==> config.mk <==
export PLATFORM = sky130hd
export DESIGN_NAME = ultrasonic_range_controller_unit
export DESIGN_NICKNAME = d
export VERILOG_FILES = /design/src/urc_pkg.sv /design/src/urc_fifo.sv /design/src/urc_seq.sv /design/src/urc_range.sv /design/src/ultrasonic_range_controller_unit.sv
export SDC_FILE = /design/constraint.sdc
export NUM_CORES = 1
export LEC_CHECK = 0
export ABC_AREA = 1
export BUFFER_PORTS_ARGS = -buffer_cell sky130_fd_sc_hd__buf_2
export CAP_MARGIN = 20
export CORE_MARGIN = 3
export CORE_UTILIZATION = 65
export CTS_CLUSTER_DIAMETER = 50
export CTS_CLUSTER_SIZE = 12
export DETAILED_ROUTE_END_ITERATION = 7
export MAX_ROUTING_LAYER = met4
export PLACE_DENSITY = 0.83
export REMOVE_ABC_BUFFERS = 1
export SETUP_SLACK_MARGIN = 0.2
export SLEW_MARGIN = 20
export SYNTH_ARGS = -nofsm -noshare
export SYNTH_HDL_FRONTEND = slang
export SYNTH_SLANG_ARGS = --single-unit
==> constraint.sdc <==
create_clock -name clk -period 9.5 [get_ports clk]
set_input_delay 1.9 -clock clk [delete_from_list [all_inputs] [get_ports clk]]
set_output_delay 1.9 -clock clk [all_outputs]
set_load 0.01 [all_outputs]
==> src/urc_pkg.sv <==
package urc_pkg;

  // Field widths fixed by the register map and the result format.
  localparam int TIMEOUT_W = 17;
  localparam int TRIG_W    = 8;
  localparam int SCALE_W   = 16;
  localparam int PULSE_W   = 17;
  localparam int DIST_W    = 25;
  localparam int CFG_W     = 17;
  localparam int IDX_W     = 2;

  localparam logic [PULSE_W-1:0] PULSE_MAX = '1;

  // Register indexes on the write port.
  localparam logic [IDX_W-1:0] REG_TIMEOUT   = 2'd0;
  localparam logic [IDX_W-1:0] REG_TRIG_LOW  = 2'd1;
  localparam logic [IDX_W-1:0] REG_TRIG_HIGH = 2'd2;
  localparam logic [IDX_W-1:0] REG_SCALE     = 2'd3;

  // Queue sizes; both must be powers of two.
  localparam int FQ_DEPTH = 2;
  localparam int OQ_DEPTH = 4;
  localparam int OQ_CW    = $clog2(OQ_DEPTH + 1);

  typedef struct packed {
    logic start_req;
    logic echo;
  } item_t;

  typedef struct packed {
    logic [TIMEOUT_W-1:0] timeout;
    logic [TRIG_W-1:0]    trig_low;
    logic [TRIG_W-1:0]    trig_high;
    logic [SCALE_W-1:0]   scale;
  } cfg_t;

  typedef struct packed {
    logic               trigger;
    logic               busy;
    logic               done;
    logic               timed_out;
    logic [PULSE_W-1:0] pulse;
  } step_t;

  typedef struct packed {
    step_t             step;
    logic [DIST_W-1:0] distance;
  } result_t;

endpackage

==> src/urc_fifo.sv <==
module urc_fifo import urc_pkg::*; #(
  parameter int  DEPTH = 2,
  parameter type T     = item_t
) (
  input  logic                       clk,
  input  logic                       rst,
  input  logic                       push,
  input  T                           din,
  output logic                       full,
  input  logic                       pop,
  output T                           dout,
  output logic                       empty,
  output logic [$clog2(DEPTH+1)-1:0] count
);

  localparam int CW = $clog2(DEPTH + 1);
  localparam int PW = $clog2(DEPTH);

  T              mem [DEPTH];
  logic [PW-1:0] wr_ptr;
  logic [PW-1:0] rd_ptr;
  logic          do_push;
  logic          do_pop;

  assign full    = (count == CW'(DEPTH));
  assign empty   = (count == '0);
  assign do_push = push && !full;
  assign do_pop  = pop && !empty;
  assign dout    = mem[rd_ptr];

  // Storage; pointers wrap naturally since the depth is a power of two.
  always_ff @(posedge clk) begin
    if (do_push) begin
      mem[wr_ptr] <= din;
    end
  end

  // Pointers and fill level.
  always_ff @(posedge clk) begin
    if (rst) begin
      wr_ptr <= '0;
      rd_ptr <= '0;
      count  <= '0;
    end else begin
      if (do_push) begin
        wr_ptr <= wr_ptr + PW'(1);
      end
      if (do_pop) begin
        rd_ptr <= rd_ptr + PW'(1);
      end
      count <= count + CW'(do_push) - CW'(do_pop);
    end
  end

  a_count_bound: assert property (@(posedge clk) disable iff (rst)
    count <= CW'(DEPTH))
    else $error("queue fill level above depth");

endmodule

==> src/urc_seq.sv <==
module urc_seq import urc_pkg::*; #(
  parameter int COUNTER_BITS = 17
) (
  input  logic  clk,
  input  logic  rst,
  input  logic  fire,
  input  item_t item,
  input  cfg_t  cfg,
  output logic  step_valid,
  output step_t step
);

  localparam logic [2:0] PH_IDLE      = 3'd0;
  localparam logic [2:0] PH_TRIG_LOW  = 3'd1;
  localparam logic [2:0] PH_TRIG_HIGH = 3'd2;
  localparam logic [2:0] PH_WAIT_RISE = 3'd3;
  localparam logic [2:0] PH_MEASURE   = 3'd4;

  localparam int          CB   = COUNTER_BITS;
  localparam logic [32:0] CMAX = (33'(1) << CB) - 33'(1);

  logic [2:0]         phase;
  logic [2:0]         phase_next;
  logic [CB-1:0]      tick_count;
  logic [CB-1:0]      tick_count_next;
  logic [CB-1:0]      tick_inc;
  logic               timeout_seen;
  logic               timeout_seen_next;
  logic [PULSE_W-1:0] last_pulse;
  logic [PULSE_W-1:0] last_pulse_next;
  logic [PULSE_W-1:0] pulse_sat;
  logic [32:0]        tmo_wide;
  logic [CB-1:0]      tmo;
  logic               done;

  // Effective timeout: at least one tick, at most what the counter holds.
  always_comb begin
    tmo_wide = 33'(cfg.timeout);
    if (tmo_wide == '0) begin
      tmo_wide = 33'(1);
    end
    if (tmo_wide > CMAX) begin
      tmo_wide = CMAX;
    end
    tmo = tmo_wide[CB-1:0];
  end

  assign tick_inc  = tick_count + CB'(1);
  assign pulse_sat = (33'(tick_count) > 33'(PULSE_MAX)) ? PULSE_MAX
                                                       : PULSE_W'(tick_count);

  // Phase sequencer, advanced once per request.
  always_comb begin
    phase_next        = phase;
    tick_count_next   = tick_count;
    timeout_seen_next = timeout_seen;
    last_pulse_next   = last_pulse;
    done              = 1'b0;
    unique case (phase)
      PH_IDLE: begin
        if (item.start_req) begin
          tick_count_next   = '0;
          timeout_seen_next = 1'b0;
          phase_next        = (cfg.trig_low != '0) ? PH_TRIG_LOW : PH_TRIG_HIGH;
        end
      end
      PH_TRIG_LOW: begin
        if (33'(tick_inc) >= 33'(cfg.trig_low)) begin
          tick_count_next = '0;
          phase_next      = PH_TRIG_HIGH;
        end else begin
          tick_count_next = tick_inc;
        end
      end
      PH_TRIG_HIGH: begin
        if (33'(tick_inc) >= 33'(cfg.trig_high)) begin
          tick_count_next = '0;
          phase_next      = PH_WAIT_RISE;
        end else begin
          tick_count_next = tick_inc;
        end
      end
      PH_WAIT_RISE: begin
        if (item.echo) begin
          tick_count_next = CB'(1);
          phase_next      = PH_MEASURE;
        end else if (tick_inc >= tmo) begin
          timeout_seen_next = 1'b1;
          tick_count_next   = '0;
          phase_next        = PH_MEASURE;
        end else begin
          tick_count_next = tick_inc;
        end
      end
      PH_MEASURE: begin
        if (!item.echo || tick_count >= tmo) begin
          // The pulse ends on a low sample, or on the timeout while still high.
          if (item.echo) begin
            timeout_seen_next = 1'b1;
          end
          last_pulse_next = pulse_sat;
          tick_count_next = '0;
          phase_next      = PH_IDLE;
          done            = 1'b1;
        end else begin
          tick_count_next = tick_inc;
        end
      end
      default: begin
        phase_next      = PH_IDLE;
        tick_count_next = '0;
      end
    endcase
  end

  // State and the per-tick status record.
  always_ff @(posedge clk) begin
    if (rst) begin
      phase        <= PH_IDLE;
      tick_count   <= '0;
      timeout_seen <= 1'b0;
      last_pulse   <= '0;
      step_valid   <= 1'b0;
    end else begin
      step_valid <= fire;
      if (fire) begin
        phase        <= phase_next;
        tick_count   <= tick_count_next;
        timeout_seen <= timeout_seen_next;
        last_pulse   <= last_pulse_next;
      end
    end
  end

  always_ff @(posedge clk) begin
    if (fire) begin
      step.trigger   <= (phase_next == PH_TRIG_HIGH);
      step.busy      <= (phase_next != PH_IDLE);
      step.done      <= done;
      step.timed_out <= timeout_seen_next;
      step.pulse     <= last_pulse_next;
    end
  end

  a_done_idle: assert property (@(posedge clk) disable iff (rst)
    step_valid && step.done |-> !step.busy)
    else $error("finished measurement still reported busy");

  a_trig_busy: assert property (@(posedge clk) disable iff (rst)
    step_valid && step.trigger |-> step.busy)
    else $error("trigger driven outside a measurement");

endmodule

==> src/urc_range.sv <==
module urc_range import urc_pkg::*; (
  input  logic               clk,
  input  logic               rst,
  input  logic               step_valid,
  input  step_t              step,
  input  logic [SCALE_W-1:0] scale,
  output result_t            result
);

  logic [PULSE_W+SCALE_W-1:0] product;
  logic [DIST_W-1:0]          dist_new;
  logic [DIST_W-1:0]          last_distance;

  // Distance in 1/256 cm; the product of the field maxima fits in 33 bits, so its upper 25 bits lose nothing.
  assign product  = (PULSE_W+SCALE_W)'(step.pulse) * (PULSE_W+SCALE_W)'(scale);
  assign dist_new = product[8 +: DIST_W];

  assign result.step     = step;
  assign result.distance = step.done ? dist_new : last_distance;

  // The distance is held between measurements.
  always_ff @(posedge clk) begin
    if (rst) begin
      last_distance <= '0;
    end else if (step_valid && step.done) begin
      last_distance <= dist_new;
    end
  end

endmodule

==> src/ultrasonic_range_controller_unit.sv <==
// Ultrasonic ranging controller for an HC-SR04 style sensor. Push one request
// per microsecond tick (start_req, sampled echo) and pop exactly one status
// result per request, in order: trigger level, busy, a one-tick done flag,
// the timeout flag, and the held pulse length and distance in 1/256 cm. The
// block sustains one request per clock cycle while a result slot is free; a
// request passes from a two-entry request queue through the phase sequencer
// register and the range multiplier into a four-entry result queue. full
// rises only when results are not popped. Write the registers only while no
// requests or results are outstanding.
module ultrasonic_range_controller_unit import urc_pkg::*; #(
  parameter int COUNTER_BITS = 17
) (
  input  logic                clk,
  input  logic                rst,
  input  logic                push,
  output logic                full,
  input  logic                start_req,
  input  logic                echo,
  output logic                empty,
  input  logic                pop,
  output logic                trigger,
  output logic                busy_res,
  output logic                done_res,
  output logic                timed_out,
  output logic [PULSE_W-1:0]  pulse_ticks,
  output logic [DIST_W-1:0]   distance_q8,
  input  logic                wr_en,
  input  logic [IDX_W-1:0]    wr_index,
  input  logic [CFG_W-1:0]    wr_data
);

  cfg_t    cfg;
  item_t   fq_din;
  item_t   fq_dout;
  logic    fq_empty;
  logic    fire;
  logic    step_valid;
  step_t   step;
  result_t range_res;
  result_t oq_dout;
  logic    oq_full;
  logic [$clog2(FQ_DEPTH+1)-1:0] fq_count;
  logic [OQ_CW-1:0] oq_count;
  logic [OQ_CW-1:0] in_flight;

  // Register file.
  always_ff @(posedge clk) begin
    if (rst) begin
      cfg.timeout   <= TIMEOUT_W'(100000);
      cfg.trig_low  <= TRIG_W'(5);
      cfg.trig_high <= TRIG_W'(10);
      cfg.scale     <= SCALE_W'(1114);
    end else if (wr_en) begin
      unique case (wr_index)
        REG_TIMEOUT:   cfg.timeout   <= wr_data[TIMEOUT_W-1:0];
        REG_TRIG_LOW:  cfg.trig_low  <= wr_data[TRIG_W-1:0];
        REG_TRIG_HIGH: cfg.trig_high <= wr_data[TRIG_W-1:0];
        REG_SCALE:     cfg.scale     <= wr_data[SCALE_W-1:0];
        default: ;
      endcase
    end
  end

  // Front: request queue.
  assign fq_din.start_req = start_req;
  assign fq_din.echo      = echo;

  urc_fifo #(.DEPTH(FQ_DEPTH), .T(item_t)) u_req_q (
    .clk   (clk),
    .rst   (rst),
    .push  (push),
    .din   (fq_din),
    .full  (full),
    .pop   (fire),
    .dout  (fq_dout),
    .empty (fq_empty),
    .count (fq_count)
  );

  // A request advances only when a result slot is reserved for it.
  assign in_flight = oq_count + OQ_CW'(step_valid);
  assign fire      = !fq_empty && (in_flight < OQ_CW'(OQ_DEPTH));

  urc_seq #(.COUNTER_BITS(COUNTER_BITS)) u_seq (
    .clk        (clk),
    .rst        (rst),
    .fire       (fire),
    .item       (fq_dout),
    .cfg        (cfg),
    .step_valid (step_valid),
    .step       (step)
  );

  urc_range u_range (
    .clk        (clk),
    .rst        (rst),
    .step_valid (step_valid),
    .step       (step),
    .scale      (cfg.scale),
    .result     (range_res)
  );

  // Back: result queue.
  urc_fifo #(.DEPTH(OQ_DEPTH), .T(result_t)) u_res_q (
    .clk   (clk),
    .rst   (rst),
    .push  (step_valid),
    .din   (range_res),
    .full  (oq_full),
    .pop   (pop),
    .dout  (oq_dout),
    .empty (empty),
    .count (oq_count)
  );

  assign trigger     = oq_dout.step.trigger;
  assign busy_res    = oq_dout.step.busy;
  assign done_res    = oq_dout.step.done;
  assign timed_out   = oq_dout.step.timed_out;
  assign pulse_ticks = oq_dout.step.pulse;
  assign distance_q8 = oq_dout.distance;

  a_no_result_drop: assert property (@(posedge clk) disable iff (rst)
    step_valid |-> !oq_full)
    else $error("result produced with no free result slot");

  a_fire_slot: assert property (@(posedge clk) disable iff (rst)
    fire |-> oq_count != OQ_CW'(OQ_DEPTH))
    else $error("request advanced while result queue full");

  a_full_level: assert property (@(posedge clk) disable iff (rst)
    full |-> fq_count == $bits(fq_count)'(FQ_DEPTH))
    else $error("request queue reports full below its depth");

endmodule
==> run summary <==
### Floorplanning
- **starting utilization of the core area** 66.8%
- **die outline width** 199 um
- **floorplan core area** 0.0361 sq mm
- **area of the die** 0.0394 sq mm
- **Die Y-Extent** 199 um
- **count of standard-cell rows** 69
- **I/O pin count** 74

### Routing
- **total number of vias** 19000
- **length of the first detailed-routing pass in iterations** 6
- **overall routed net length** 61900 um
- **Avg Vias per Cell** 5.78
- **1st-iter DRT viols** 1375
- **drt wl/cell** 18.8 um
- **DRC viols** 0
- **count of antenna-violating nets left after detailed routing** 0

### Layout
- **most common cell after layout, fill and taps aside** sky130_fd_sc_hd__inv_1
- **count of antenna diodes in the layout** 0
- **Nets** 3189
- **most used cells in the layout excluding fill and tap cells** sky130_fd_sc_hd__inv_1, sky130_fd_sc_hd__nand2_1, sky130_fd_sc_hd__nor2_1
- **layout cell share with drive strength beyond 1** 7.21%
- **P&R area growth vs syn** 7.48%

### Place
- **count of buffers inserted at the top-level ports** 73
- **last weighted congestion value of the routability-driven placer** 0.989
- **half-perimeter wire length after placement** 43300 um

### GRT
- **Tot GR Track Use** 33.1%
- **met2 Track Usage GR** 56.6%
- **number of antenna violations at the first check in global routing** 0
- **via count of the first global-routing pass** 19500
- **pin count of the biggest net entering global routing** 87
- **Global Route met1 Usage** 39.0%
- **busiest layer in global routing** met2
- **fraction of met3 tracks used by global routing** 3.98%
- **GRT overflow** 0
- **global-route wire length before repair** 99100 um

### Min path
- **hold path start** cfg[23]
- **kind of path behind the tightest hold check** reg -> reg
- **worst min-delay path endpoint** cfg[23]
- **hold path depth** 2

### Timing
- **slew at the pin closest to its max-slew limit** 1.08 ns
- **final number of max-transition violations** 0
- **final worst-path cycle share** 73.2%
- **Worst slew margin** 27.7%
- **time the worst path needs with I/O delays and setup** 6.95 ns
- **number of endpoints failing setup at the final stage** 0
- **TNS Setup** 0 ns
- **peak clock frequency supported by timing** 144 MHz
- **Final Hold Vio Count** 0
- **unrepaired setup endpoints after global routing** false
- **worst setup skew after layout** 0.0216 ns

### Yosys
- **area of the mapped netlist** 0.0241 sq mm
- **xor/xnor share of the synthesized area** 0.581%
- **top cells by area, synth** sky130_fd_sc_hd__edfxtp_1, sky130_fd_sc_hd__fa_1, sky130_fd_sc_hd__dfxtp_1
- **Post-synth ARST share** 0%
- **top cell type by total area after synthesis** sky130_fd_sc_hd__edfxtp_1
- **number of unique standard cell types used by synthesis** 50
- **top cell type's share of synthesized area** 26.0%
- **Synth Area in Compound Gates** 10.9%
- **synthesized flop and latch total** 336
- **Simple-Gate Fraction of Synth Area** 15.4%
- **multiplexer share of the synthesized area** 0.0415%
- **adder-cell share of the synthesized area** 25.5%
- **largest family of logic cells by synthesized area** adder cells
- **average cell area after synthesis** 8.61 sq um
- **count of flip-flops with a built-in enable after synthesis** 209
- **Ys Warns** 0
- **predominant post-synthesis flop cell** sky130_fd_sc_hd__edfxtp_1
- **Post-Syn Instances** 2801
- **register area share after synthesis** 36.6%

### Flow run
- **count of max-cap constraint violations** 0

### Clock network
- **number of clock sinks seen by CTS** 336
- **Root Driver** sky130_fd_sc_hd__clkbuf_16
- **Worst-Skew Late Latency** 0.56 ns
- **H-tree level count** 2
- **Worst-path clk slew** 0.06 ns
- **Inserted Clock Buffers** 39
- **# hold bufs at CTS** 0
- **maximum count of clock buffers along a single path** 3
- **Setup Buffers After CTS** 0
- **number of instances resized during post-cts repair** 0
- **clock tree from TritonCTS** done

### Setup path
- **Reg2Reg Depth** 24
- **data required time at the worst endpoint** 9.84 ns
- **Worst path slowest cell** sky130_fd_sc_hd__edfxtp_1
- **crit-path max FO** 20
- **RR Startpoint** u_seq.step[8]
- **minimum setup slack among reg-to-reg paths** 2.55 ns
- **crit path kind** reg -> reg
- **end of the worst register-to-register path** u_res_q.mem[1][11]
- **critical path endpoint category** flip-flop
- **slowest cell delay on critical path** 1.04 ns
- **kind of start point of the critical path** flip-flop
- **data arrival time at the worst-slack endpoint** 7.29 ns
- **library cell appearing most often on the critical path** sky130_fd_sc_hd__inv_1
- **ordered list of cells on the worst path** nand2_1 -> fa_1 -> inv_1 -> fa_1 -> inv_1 -> fa_1 -> fa_1 -> inv_1 -> fa_1 -> inv_1 -> fa_1 -> inv_1 -> ha_1 -> nand2_1 -> nor3_1 -> nand4_1 -> inv_1 -> nand2_1 -> nand3_1 -> inv_1 -> o21ai_1 -> a21oi_1 -> or2_1 -> a31oi_1

### Outcome
- **run status** completed

## critical path: cells and delay by family, from the launching register on
kind | cells | cell delay [ns]
simple gates | 7 | 1.10
compound gates | 3 | 0.80
buf+inv | 7 | 0.41
fa+ha+maj | 7 | 3.39
flops | 1 | 1.04
## Yosys cell counts, drive strengths merged, types with 2 or more instances
master / n
o21bai: 18
edfxtp: 209
nand4: 17
clkbuf: 128
o21ai: 219
a31o: 2
nand2: 551
nand3b: 3
o21a: 6
a31oi: 14
ha: 158
xnor2: 6
a21o: 6
o22ai: 46
dfxtp: 127
fa: 208
a21boi: 3
o31ai: 2
inv: 570
nor3: 21
buf: 6
xor2: 10
nor4: 5
o211ai: 27
a21oi: 116
nor2: 245
or2: 5
nand3: 65
## per-layer routing
metal  share of wire [%]  up-vias  wire, um
li1                    -     8817         -
met5                   0        -         0
met3                 7.2      220      4470
met1                  37     9096     23100
met2                  50      875     30900
met4                 5.4        0      3340
## through the flow
stage	instance area, sq um	setup slack (ns)	util, %	hold slack [ns]	cells
after CTS	25900	2.62	71.8	0.474	3289
after global placement	24700	2.79	68.5	0.454	3217
final	25900	2.55	71.8	0.471	3289
after global routing	25900	2.18	71.8	0.497	3289
after floorplan	23600	3.61	-	0.438	2667
after detailed placement	24700	2.70	68.5	0.461	3217
## worst max-delay path by stage
stage	from	endpoint	cells past startpoint
after floorplan	u_seq.step[10]	u_res_q.mem[0][11]	24
after global placement	u_seq.step[8]	u_res_q.mem[3][11]	24
after detailed placement	u_seq.step[7]	u_res_q.mem[1][11]	24
after CTS	u_seq.step[7]	u_res_q.mem[1][11]	24
after global routing	u_seq.step[7]	u_res_q.mem[1][11]	24
final	u_seq.step[8]	u_res_q.mem[1][11]	24
## cell families after synthesis
family                     count (synthesis)
AOI/OAI and AO/OA                        464
xor gates and xnor gates                  16
adders and majority gates                366
buffers and inverters                    705
DFF                                      336
muxes                                      1
and+or+nand+nor                          913
## registers in the layout, indices dropped and copies added (netlist names), named ones only
| signal | count |
|---|---|
| u_res_q.wr_ptr | 2 |
| u_req_q.wr_ptr | 1 |
| u_req_q.rd_ptr | 1 |
| u_seq.last_pulse | 17 |
| cfg | 49 |
| u_seq.step_valid | 1 |
| u_seq.phase | 3 |
| u_seq.step | 21 |
| u_res_q.count | 3 |
| u_seq.pulse_sat | 17 |
| u_res_q.mem | 184 |
| u_req_q.count | 2 |
| u_range.last_distance | 25 |
| u_seq.timeout_seen | 1 |
| u_res_q.rd_ptr | 2 |
| u_req_q.mem | 4 |
## layout make-up
| cell class | instances | area [sq um] |
|---|---|---|
| clock inverters | 15 | 139 |
| multi-input cells | 1760 | 12700 |
| well taps | 461 | 577 |
| repair buffers | 89 | 485 |
| fillers | 2742 | 10200 |
| flip-flops and latches | 336 | 8820 |
| inverters | 571 | 2140 |
| clock buffers | 57 | 1070 |
Power is left out: the tool's default activity adds up to more than one toggle a clock period on the data nets, which glitch-free logic cannot reach.
